**src/sv/jtik_pkg.sv**
```systemverilog
`timescale 1ns / 1ps
// ============================================================================
// jtik_pkg
// Shared types and constants for the top-level id key detector: transaction
// payloads, the stack command bundle and the byte codes the scanner matches.
// ============================================================================
package jtik_pkg;

    // Built stack depth by default.
    localparam int DEFAULT_MAX_DEPTH = 64;

    // Byte codes.
    localparam logic [7:0] CH_I      = 8'h69;
    localparam logic [7:0] CH_D      = 8'h64;
    localparam logic [7:0] CH_LBRACE = 8'h7B;
    localparam logic [7:0] CH_RBRACE = 8'h7D;
    localparam logic [7:0] CH_LBRACK = 8'h5B;
    localparam logic [7:0] CH_RBRACK = 8'h5D;
    localparam logic [7:0] CH_MINUS  = 8'h2D;
    localparam logic [7:0] CH_COLON  = 8'h3A;
    localparam logic [7:0] CH_QUOTE  = 8'h22;
    localparam logic [7:0] CH_BSLASH = 8'h5C;
    localparam logic [7:0] CH_COMMA  = 8'h2C;
    localparam logic [7:0] CH_ZERO   = 8'h30;
    localparam logic [7:0] CH_NINE   = 8'h39;
    localparam logic [7:0] CH_T      = 8'h74;
    localparam logic [7:0] CH_F      = 8'h66;
    localparam logic [7:0] CH_N      = 8'h6E;
    localparam logic [7:0] CH_SPACE  = 8'h20;
    localparam logic [7:0] CH_TAB    = 8'h09;
    localparam logic [7:0] CH_CR     = 8'h0D;
    localparam logic [7:0] CH_NUL    = 8'h00;

    // Key match progress codes.
    localparam logic [1:0] KEY_NONE  = 2'd0;
    localparam logic [1:0] KEY_I     = 2'd1;
    localparam logic [1:0] KEY_ID    = 2'd2;
    localparam logic [1:0] KEY_MISS  = 2'd3;

    // Input transaction payload.
    typedef struct packed {
        logic [7:0] text_byte;
        logic       last_byte;
    } t_in;

    // Output transaction payload.
    typedef struct packed {
        logic expects_response;
        logic depth_overflow;
    } t_out;

    // Command from the scanner to the container stack.
    typedef struct packed {
        logic clear;
        logic push;
        logic pop;
        logic is_obj;
    } t_stk_cmd;

endpackage

```
**src/sv/json_top_level_id_key_detector.sv**
```systemverilog
`timescale 1ns / 1ps
// The result of a line is registered, valid in the cycle after its last byte is taken.
// Throughput: one byte per cycle unless the output stalls; each byte's scan and its
// container stack update end in that cycle, the below-top entry prefetched from memory.
// Reset: synchronous, active low; clears the phase, the depth and the output valid.
// The stack memory needs no clearing, since every entry is written before its value is used.
// ============================================================================
// json_top_level_id_key_detector
// Decides per JSON text line whether it expects a reply: a top-level "id"
// key, a non-object line or malformed text gives true.
// ============================================================================
module json_top_level_id_key_detector import jtik_pkg::*; #(
    parameter int MAX_DEPTH = DEFAULT_MAX_DEPTH
) (
    input  logic i_clk,
    input  logic i_rst_n,
    input  logic i_in_valid,
    output logic o_in_ready,
    input  t_in  i_in_data,
    output logic o_out_valid,
    input  logic i_out_ready,
    output t_out o_out_data
);

    localparam int DW = $clog2(MAX_DEPTH + 1);

    logic          take;
    t_stk_cmd      stk_cmd;
    logic [DW-1:0] depth;
    logic          top_obj;
    logic          res_valid;
    t_out          res;
    logic          r_out_valid;
    t_out          r_out_data;

    // A byte is taken unless a finished result is stalled in the output register.
    assign o_in_ready = !r_out_valid || i_out_ready;
    assign take       = i_in_valid && o_in_ready;

    jtik_scan #(
        .MAX_DEPTH (MAX_DEPTH)
    ) u_scan (
        .i_clk       (i_clk),
        .i_rst_n     (i_rst_n),
        .i_take      (take),
        .i_data      (i_in_data),
        .i_depth     (depth),
        .i_top_obj   (top_obj),
        .o_cmd       (stk_cmd),
        .o_res_valid (res_valid),
        .o_res       (res)
    );

    jtik_stack #(
        .MAX_DEPTH (MAX_DEPTH)
    ) u_stack (
        .i_clk     (i_clk),
        .i_rst_n   (i_rst_n),
        .i_cmd     (stk_cmd),
        .o_depth   (depth),
        .o_top_obj (top_obj)
    );

    // Output register for the result transaction.
    always_ff @(posedge i_clk) begin
        if (!i_rst_n) begin
            r_out_valid <= 1'b0;
        end else if (res_valid) begin
            r_out_valid <= 1'b1;
        end else if (i_out_ready) begin
            r_out_valid <= 1'b0;
        end
    end

    always_ff @(posedge i_clk) begin
        if (res_valid) begin
            r_out_data <= res;
        end
    end

    assign o_out_valid = r_out_valid;
    assign o_out_data  = r_out_data;

endmodule

```
**src/sv/jtik_stack.sv**
```systemverilog
`timescale 1ns / 1ps
// ============================================================================
// jtik_stack
// Container stack: one bit per nesting level (1 = object, 0 = array) held in
// a synchronous memory. The top entry is mirrored in a register and the entry
// below it is prefetched every cycle, so a pop is ready in the next cycle.
// ============================================================================
module jtik_stack import jtik_pkg::*; #(
    parameter int MAX_DEPTH = DEFAULT_MAX_DEPTH
) (
    input  logic                           i_clk,
    input  logic                           i_rst_n,
    input  t_stk_cmd                       i_cmd,
    output logic [$clog2(MAX_DEPTH+1)-1:0] o_depth,
    output logic                           o_top_obj
);

    localparam int DW = $clog2(MAX_DEPTH + 1);
    localparam int AW = $clog2(MAX_DEPTH);

    logic          r_mem [MAX_DEPTH];
    logic [DW-1:0] r_depth;
    logic [DW-1:0] n_depth;
    logic [DW-1:0] rd_ptr;
    logic          r_top;
    logic          r_below;

    // Next depth; clearing wins over a push or pop in the same cycle.
    always_comb begin
        n_depth = r_depth;
        if (i_cmd.clear) begin
            n_depth = '0;
        end else if (i_cmd.push) begin
            n_depth = r_depth + DW'(1);
        end else if (i_cmd.pop && r_depth != '0) begin
            n_depth = r_depth - DW'(1);
        end
    end

    // Prefetch address: the entry just below the next top.
    assign rd_ptr = n_depth - DW'(2);

    // Depth counter.
    always_ff @(posedge i_clk) begin
        if (!i_rst_n) begin
            r_depth <= '0;
        end else begin
            r_depth <= n_depth;
        end
    end

    // Memory write on push and registered read of the entry below the top.
    always_ff @(posedge i_clk) begin
        if (i_cmd.push) begin
            r_mem[r_depth[AW-1:0]] <= i_cmd.is_obj;
        end
        r_below <= r_mem[rd_ptr[AW-1:0]];
    end

    // Top-of-stack mirror.
    always_ff @(posedge i_clk) begin
        if (i_cmd.push) begin
            r_top <= i_cmd.is_obj;
        end else if (i_cmd.pop) begin
            r_top <= r_below;
        end
    end

    assign o_depth   = r_depth;
    assign o_top_obj = (r_depth != '0) && r_top;

endmodule

```
**src/sv/jtik_scan.sv**
```systemverilog
`timescale 1ns / 1ps
// ============================================================================
// jtik_scan
// Byte scanner: tracks the parse phase, the key match and the line decision,
// and drives push and pop commands to the container stack.
// ============================================================================
module jtik_scan import jtik_pkg::*; #(
    parameter int MAX_DEPTH = DEFAULT_MAX_DEPTH
) (
    input  logic                           i_clk,
    input  logic                           i_rst_n,
    input  logic                           i_take,
    input  t_in                            i_data,
    input  logic [$clog2(MAX_DEPTH+1)-1:0] i_depth,
    input  logic                           i_top_obj,
    output t_stk_cmd                       o_cmd,
    output logic                           o_res_valid,
    output t_out                           o_res
);

    localparam int DW = $clog2(MAX_DEPTH + 1);

    typedef enum logic [3:0] {
        PH_LEAD, PH_OBJ_KEY, PH_KEY_STR, PH_KEY_ESC, PH_COLON, PH_VALUE,
        PH_ARR_ELEM, PH_VAL_STR, PH_VAL_ESC, PH_LIT, PH_AFTER
    } t_phase;

    t_phase     r_phase, n_phase;
    logic [1:0] r_key, n_key;
    logic       r_done, n_done;
    logic       r_val, n_val;
    logic       r_ovf, n_ovf;
    logic [7:0] b;
    logic       ws;
    logic       do_value, do_after, do_open, open_obj, do_close, do_key;

    assign b  = i_data.text_byte;
    assign ws = (b == CH_SPACE) || (b >= CH_TAB && b <= CH_CR);

    // Next-state logic for one byte.
    always_comb begin
        n_phase   = r_phase;
        n_key     = r_key;
        n_done    = r_done;
        n_val     = r_val;
        n_ovf     = r_ovf;
        o_cmd     = '0;
        do_value  = 1'b0;
        do_after  = 1'b0;
        do_open   = 1'b0;
        open_obj  = 1'b0;
        do_close  = 1'b0;
        do_key    = 1'b0;

        if (i_take && !r_done) begin
            if (b == CH_NUL) begin
                n_done = 1'b1;
                n_val  = 1'b1;
            end else begin
                // Phase dispatch.
                unique case (r_phase)
                    PH_LEAD: begin
                        if (!ws) begin
                            if (b == CH_LBRACE) begin
                                do_open  = 1'b1;
                                open_obj = 1'b1;
                            end else begin
                                n_done = 1'b1;
                                n_val  = 1'b1;
                            end
                        end
                    end
                    PH_OBJ_KEY: begin
                        if (!ws) begin
                            if (b == CH_RBRACE) begin
                                do_close = 1'b1;
                            end else if (b == CH_QUOTE) begin
                                n_key   = KEY_NONE;
                                n_phase = PH_KEY_STR;
                            end else begin
                                n_done = 1'b1;
                                n_val  = 1'b1;
                            end
                        end
                    end
                    PH_KEY_STR: begin
                        if (b == CH_QUOTE) begin
                            n_phase = PH_COLON;
                        end else begin
                            do_key = 1'b1;
                            if (b == CH_BSLASH) begin
                                n_phase = PH_KEY_ESC;
                            end
                        end
                    end
                    PH_KEY_ESC: begin
                        do_key  = 1'b1;
                        n_phase = PH_KEY_STR;
                    end
                    PH_COLON: begin
                        if (!ws) begin
                            if (b != CH_COLON) begin
                                n_done = 1'b1;
                                n_val  = 1'b1;
                            end else if (i_depth == DW'(1) && r_key == KEY_ID) begin
                                n_done = 1'b1;
                                n_val  = 1'b1;
                            end else begin
                                n_phase = PH_VALUE;
                            end
                        end
                    end
                    PH_VALUE: begin
                        if (!ws) begin
                            do_value = 1'b1;
                        end
                    end
                    PH_ARR_ELEM: begin
                        if (!ws) begin
                            if (b == CH_RBRACK) begin
                                do_close = 1'b1;
                            end else begin
                                do_value = 1'b1;
                            end
                        end
                    end
                    PH_VAL_STR: begin
                        if (b == CH_BSLASH) begin
                            n_phase = PH_VAL_ESC;
                        end else if (b == CH_QUOTE) begin
                            n_phase = PH_AFTER;
                        end
                    end
                    PH_VAL_ESC: begin
                        n_phase = PH_VAL_STR;
                    end
                    PH_LIT: begin
                        if (ws || b == CH_COMMA || b == CH_RBRACE || b == CH_RBRACK) begin
                            n_phase  = PH_AFTER;
                            do_after = 1'b1;
                        end
                    end
                    PH_AFTER: begin
                        do_after = 1'b1;
                    end
                    default: begin
                        n_done = 1'b1;
                        n_val  = 1'b1;
                    end
                endcase

                // Key byte matching against the two raw bytes i,d.
                if (do_key) begin
                    unique case (r_key)
                        KEY_NONE: n_key = (b == CH_I) ? KEY_I : KEY_MISS;
                        KEY_I:    n_key = (b == CH_D) ? KEY_ID : KEY_MISS;
                        default:  n_key = KEY_MISS;
                    endcase
                end

                // Start of a value.
                if (do_value) begin
                    if (b == CH_LBRACE) begin
                        do_open  = 1'b1;
                        open_obj = 1'b1;
                    end else if (b == CH_LBRACK) begin
                        do_open = 1'b1;
                    end else if (b == CH_QUOTE) begin
                        n_phase = PH_VAL_STR;
                    end else if (b == CH_MINUS || (b >= CH_ZERO && b <= CH_NINE)
                                 || b == CH_T || b == CH_F || b == CH_N) begin
                        n_phase = PH_LIT;
                    end else begin
                        n_done = 1'b1;
                        n_val  = 1'b1;
                    end
                end

                // Separator or close after a complete value.
                if (do_after && !ws) begin
                    if (b == CH_COMMA) begin
                        n_phase = i_top_obj ? PH_OBJ_KEY : PH_ARR_ELEM;
                    end else if ((b == CH_RBRACE && i_top_obj)
                                 || (b == CH_RBRACK && !i_top_obj)) begin
                        do_close = 1'b1;
                    end else begin
                        n_done = 1'b1;
                        n_val  = 1'b1;
                    end
                end

                // Open a container, or flag overflow when the stack is full.
                if (do_open) begin
                    if (i_depth >= DW'(MAX_DEPTH)) begin
                        n_ovf  = 1'b1;
                        n_done = 1'b1;
                        n_val  = 1'b1;
                    end else begin
                        o_cmd.push   = 1'b1;
                        o_cmd.is_obj = open_obj;
                        n_phase      = open_obj ? PH_OBJ_KEY : PH_ARR_ELEM;
                    end
                end

                // Close a container; closing the outermost one decides the line.
                if (do_close) begin
                    o_cmd.pop = 1'b1;
                    if (i_depth <= DW'(1)) begin
                        n_done = 1'b1;
                        n_val  = 1'b0;
                    end else begin
                        n_phase = PH_AFTER;
                    end
                end
            end
        end

        // Result at the last byte, then line state returns to its start.
        o_res_valid            = i_take && i_data.last_byte;
        o_res.expects_response = n_done ? n_val : 1'b1;
        o_res.depth_overflow   = n_ovf;
        if (o_res_valid) begin
            o_cmd.clear = 1'b1;
            n_phase     = PH_LEAD;
            n_key       = KEY_NONE;
            n_done      = 1'b0;
            n_val       = 1'b0;
            n_ovf       = 1'b0;
        end
    end

    // Scanner state registers.
    always_ff @(posedge i_clk) begin
        if (!i_rst_n) begin
            r_phase <= PH_LEAD;
            r_key   <= KEY_NONE;
            r_done  <= 1'b0;
            r_val   <= 1'b0;
            r_ovf   <= 1'b0;
        end else begin
            r_phase <= n_phase;
            r_key   <= n_key;
            r_done  <= n_done;
            r_val   <= n_val;
            r_ovf   <= n_ovf;
        end
    end

endmodule
```
**config.mk**
```make
export PLATFORM = sky130hd
export DESIGN_NAME = json_top_level_id_key_detector
export DESIGN_NICKNAME = d
export VERILOG_FILES = /design/src/sv/jtik_pkg.sv /design/src/sv/json_top_level_id_key_detector.sv /design/src/sv/jtik_stack.sv /design/src/sv/jtik_scan.sv
export SDC_FILE = /design/constraint.sdc
export NUM_CORES = 1
export LEC_CHECK = 0
export ABC_AREA = 1
export BUFFER_PORTS_ARGS = -buffer_cell sky130_fd_sc_hd__buf_2
export CORE_ASPECT_RATIO = 0.5
export CORE_UTILIZATION = 50
export DETAILED_ROUTE_END_ITERATION = 16
export GPL_TIMING_DRIVEN = 0
export MAX_ROUTING_LAYER = met4
export PLACE_DENSITY = 0.66
export SETUP_SLACK_MARGIN = 0.02
export SLEW_MARGIN = 5
export SYNTH_ARGS = -nofsm -noshare
export SYNTH_HDL_FRONTEND = slang
export SYNTH_HIERARCHICAL = 1
export SYNTH_SLANG_ARGS = --single-unit
```
**constraint.sdc**
```tcl
create_clock -name i_clk -period 5.25 [get_ports i_clk]
set_input_delay 1.05 -clock i_clk [delete_from_list [all_inputs] [get_ports i_clk]]
set_output_delay 1.05 -clock i_clk [all_outputs]
set_load 0.01 [all_outputs]
```
==> qor.tcl <==
set qor(post_synth_inst_count) 786
set qor(final_critical_path_setup_slack_ps) 592
set qor(critPathMaxStageDelay_ps) 540
set qor(period_minus_slack_ps) 4660
set qor(r2r-end) {u_stack/r_below}
set qor(synth_edf_count) 67
set qor(power.switching_mw) 0.375
set qor(timing.max_slew.rel_slack_pct) 51.5
set qor(finalHoldViolations) 0
set qor(starting_utilization_of_the_core_area_pct) 53.3
set qor(cts_max_level) 3
set qor(synth_largest_type_area_fraction_pct) 35.7
set qor(final_design_area_no_fill_um2) 6250
set qor(proportion_of_layout_cells_with_a_drive_suffix_above_1_pct) 12.0
set qor(cts.clk_slew.worst_paths_ps) 70
set qor(power_density_nw_per_um2) 251
set qor(worst_clock_skew_ps) 12.6
set qor(final_net_count) 830
set qor(synth.cell_area_um2) 5640
set qor(cp_common_cell) {nand3_1}
set qor(layout-area-overhead-vs-synth_pct) 10.9
set qor(dr.first_iter.drc_count) 383
set qor(worst_r2r_startpoint) {u_stack/o_depth[0]}
set qor(timing.critical_path.max_delay_family) {compound AO/OA/AOI/OAI gates}
set qor(placement.setup.worst_slack_ps) 503
set qor(type_of_the_setup_path_with_the_least_slack) {reg -> reg}
set qor(wirelength_mm) 14.8
set qor(avgViaCountPerCell) 5.38
set qor(post_cts_buffers) 0
set qor(crit_path_end) {u_stack/r_below}
set qor(drtAntennaViolNets) 0
set qor(synth-seq-area-share_pct) 42.1
set qor(quantity_of_hold_fixing_buffers_added_after_cts) 0
set qor(worst-endpoint-arrival_ps) 4940
set qor(run_status) {finished clean}
set qor(worst-r2r-cell-count) 22
set qor(clock_sinks) 85
set qor(design.portCount) 17
set qor(place_congestion) 0.989
set qor(critical_path.max_fanout) 9
set qor(route.vias.total) 5158
set qor(cp_num_buf_inv) 3
set qor(internal_power_mw) 1.20
set qor(yosys.area.top_type) {edfxtp_1}
set qor(syn-num-nets) 802
set qor(yosys_most_used_dff) {edfxtp_1}
set qor(setup_viol) 0
set qor(timing.final.crit_share_pct) 88.7
set qor(yosys_warnings) 6
set qor(clock.fmax_ghz) 0.215
set qor(grt_pass1_vias) 4917
set qor(worst_setup_path_start_kind) {flop}
set qor(post_drt_wl_per_cell_um) 15.4
set qor(postSynth.asyncResetShare_pct) 0
set qor(netSwitchingFraction_pct) 23.9
set qor(setup.reg_to_reg.worst_slack_ps) 590
set qor(fp.coreArea_um2) 10600
set qor(syn_avg_cell_area_um2) 7.17
set qor(critPathSlowestCell) {dfxtp_1}
set qor(antenna_cells) 0
set qor(power.static_leakage_nw) 2.84
set qor(whs_ps) 462
set qor(first_pass_grt_wire_length_mm) 24.2
set qor(post_synth_main_area_contributors) {edfxtp_1 36%, nand2_1 11%, nor2_1 8.8%, inv_1 8.7%, nand3_1 8.4%}
set qor(peak_ir_drop_on_the_vdd_network_v) 0.000141
set qor(critical_path.startpoint) {u_stack/o_depth[0]}
set qor(worst_slew_pin_slew_ps) 726
set qor(half_perimeter_wire_length_of_the_detailed_placement_result_mm) 11.1
set qor(clkLatencyLatePin_ps) 340
set qor(die_h_um) 77.1
set qor(placement.io_buffers) 16
set qor(hold_class) {reg -> reg}
set qor(cp.required_ps) 5540
set qor(antenna_found_initial) 0
set qor(cts_resized) 0
set qor(floorplan.rows) 26
set qor(clock_tree_from_tritoncts) {yes}
set qor(finish.utilization_pct) 59.1
set qor(number_of_buffers_on_the_longest_clock_path) 2
set qor(place_area_um2) 5930
set qor(width_of_the_die_um) 152
set qor(combPwrFrac_pct) 9.8
set qor(pwr-share-clk_pct) 43.6
set qor(rsz_0062_raised_after_global_routing) {false}
set qor(drc_errors) 0
set qor(post_synthesis_sequential_element_count) 85
set qor(gr-usage-all-layers_pct) 27.3
set qor(first_pass_iters) 5
set qor(critical_path.cell_chain) {inv_2, ha_1, nand2_4, nor2_4, a21boi_0, nor2_1, a21oi_1, nand3_2, a21oi_1, nand2_4, nand2_4, nand2_1, a21oi_1, o21ai_1, ha_1, clkbuf_1, inv_1, nand3_1, nand3_1, nand3_1, nand3_1, nand2_1}
set qor(slew_viols_final) 0
set qor(cts_root_buf) {clkbuf_16}
set qor(cap_viol_max_count) 0
set qor(grt-ovfl-total) 0
set qor(cts_inserted_buffers) 9
set qor(grt_start_max_net_pins) 34
set qor(floorplan.die_area_um2) 11700
set qor(ys_types) 44
set qor(crit_path_depth) 22
set qor(nFillCells) 1012
set qor(post-layout-total-power_mw) 1.57
set qor(critical_path.endpoint_type) {flop}
set qor(seqPwrFrac_pct) 46.5
==> state kept, by name, indices dropped and copies added, names as in the netlist <==
signal and flops:
u_stack/r_mem 64, u_stack/o_depth 7, u_scan/r_phase 4, o_out_data 2, u_scan/r_key 2, o_out_valid 1
u_scan/r_done 1, u_scan/r_ovf 1, u_scan/r_val 1, u_stack/r_below 1, u_stack/r_top 1
==> layout make-up <==
class	instances	area, um2	area share (%)
multi-input combinational	534	2560	40.9
inverter	142	539	8.63
tap	140	175	2.80
clock inverter	6	93.8	1.50
clock buffer	10	229	3.66
sequential	85	2370	37.9
timing repair buffer	17	108	1.72
buffer	25	176	2.82
==> kinds of logic (layout without fill, tap and decap cells) <==
group	count (synthesis)	count (layout)	share of synthesized area, %
DFF	85	85	42.1
AOI/OAI and AO/OA	48	48	4.99
buffers and inverters	167	200	12.7
and+or+nand+nor	480	480	39.1
adders and majority gates	3	3	0.666
xor gates and xnor gates	3	3	0.466
==> worst register-to-register path, cell delays in order, from the launching register on <==
cell and delay (ps):
dfxtp_1 540, inv_2 170, ha_1 280, nand2_4 100
nor2_4 40, a21boi_0 420, nor2_1 100, a21oi_1 220
nand3_2 120, a21oi_1 520, nand2_4 200, nand2_4 120
nand2_1 70, a21oi_1 110, o21ai_1 170, ha_1 330
clkbuf_1 360, inv_1 260, nand3_1 140, nand3_1 110
nand3_1 110, nand3_1 70, nand2_1 70
==> metrics by stage <==
stage	std cells	setup TNS (ps)
2_1_floorplan	786	0
3_3_place_gp	942	-24440
3_5_place_dp	943	0
4_1_cts	959	0
5_1_grt	959	0
6_report	959	0
==> cells in the final DEF, fill, tap and decap left out, types with 3 or more instances in the layout <==
cell type / instances
clkbuf_16: 9
nand2_4: 5
clkinv_1: 3
buf_2: 23
ha_1: 3
nand3_2: 3
a21oi_1: 18
o21ai_0: 15
clkbuf_1: 5
buf_6: 8
a21oi_2: 3
nor2_2: 8
nand3_1: 95
o211ai_1: 4
nor2_4: 3
nor3_1: 10
inv_1: 131
nand2_1: 167
nand4_1: 37
nor2_1: 131
buf_4: 3
dfxtp_1: 18
inv_2: 6
nand2_2: 11
edfxtp_1: 67
==> cell usage after synthesis, types with 5 or more instances <==
master and n:
a21oi_1 18, buf_2 7, buf_6 8, dfxtp_1 18, edfxtp_1 67, inv_1 131, inv_2 6, nand2_1 167
nand2_2 11, nand2_4 5, nand3_1 95, nand4_1 37, nor2_1 132, nor2_2 8, nor3_1 10, o21ai_0 15
==> worst min-delay path by stage <==
stage,start,endpoint,slack (ps),cells past startpoint
after floorplan,u_scan/r_ovf,u_scan/r_ovf,440,2
after global routing,o_out_valid,o_out_valid,510,2
after detailed placement,u_scan/r_ovf,u_scan/r_ovf,450,2
after CTS,u_scan/r_ovf,u_scan/r_ovf,460,2
after global placement,u_scan/r_ovf,u_scan/r_ovf,450,2
final,u_scan/r_ovf,u_scan/r_ovf,460,2
==> power groups by stage <==
stage | clock network [mW] | logic (mW) | registers, mW
3_5_place_dp | 0 | 0.153 | 0.745
6_report | 0.685 | 0.154 | 0.731
4_1_cts | 0.697 | 0.154 | 0.730
3_3_place_gp | 0 | 0.150 | 0.745
5_1_grt | 0.727 | 0.177 | 0.731
2_1_floorplan | 0 | 0.111 | 0.744
==> routing by layer <==
metal / share of wire, % / vias to the layer above / GRT usage, % / routed length, um
li1: - / 2590 / - / -
met1: 47 / 2404 / 34.2 / 6910
met2: 46 / 140 / 44.8 / 6780
met3: 5.2 / 24 / 5.14 / 765
met4: 2.2 / 0 / 8.88 / 323
met5: 0 / - / - / 0
No activity file was read; power rests on OpenSTA's default activity.
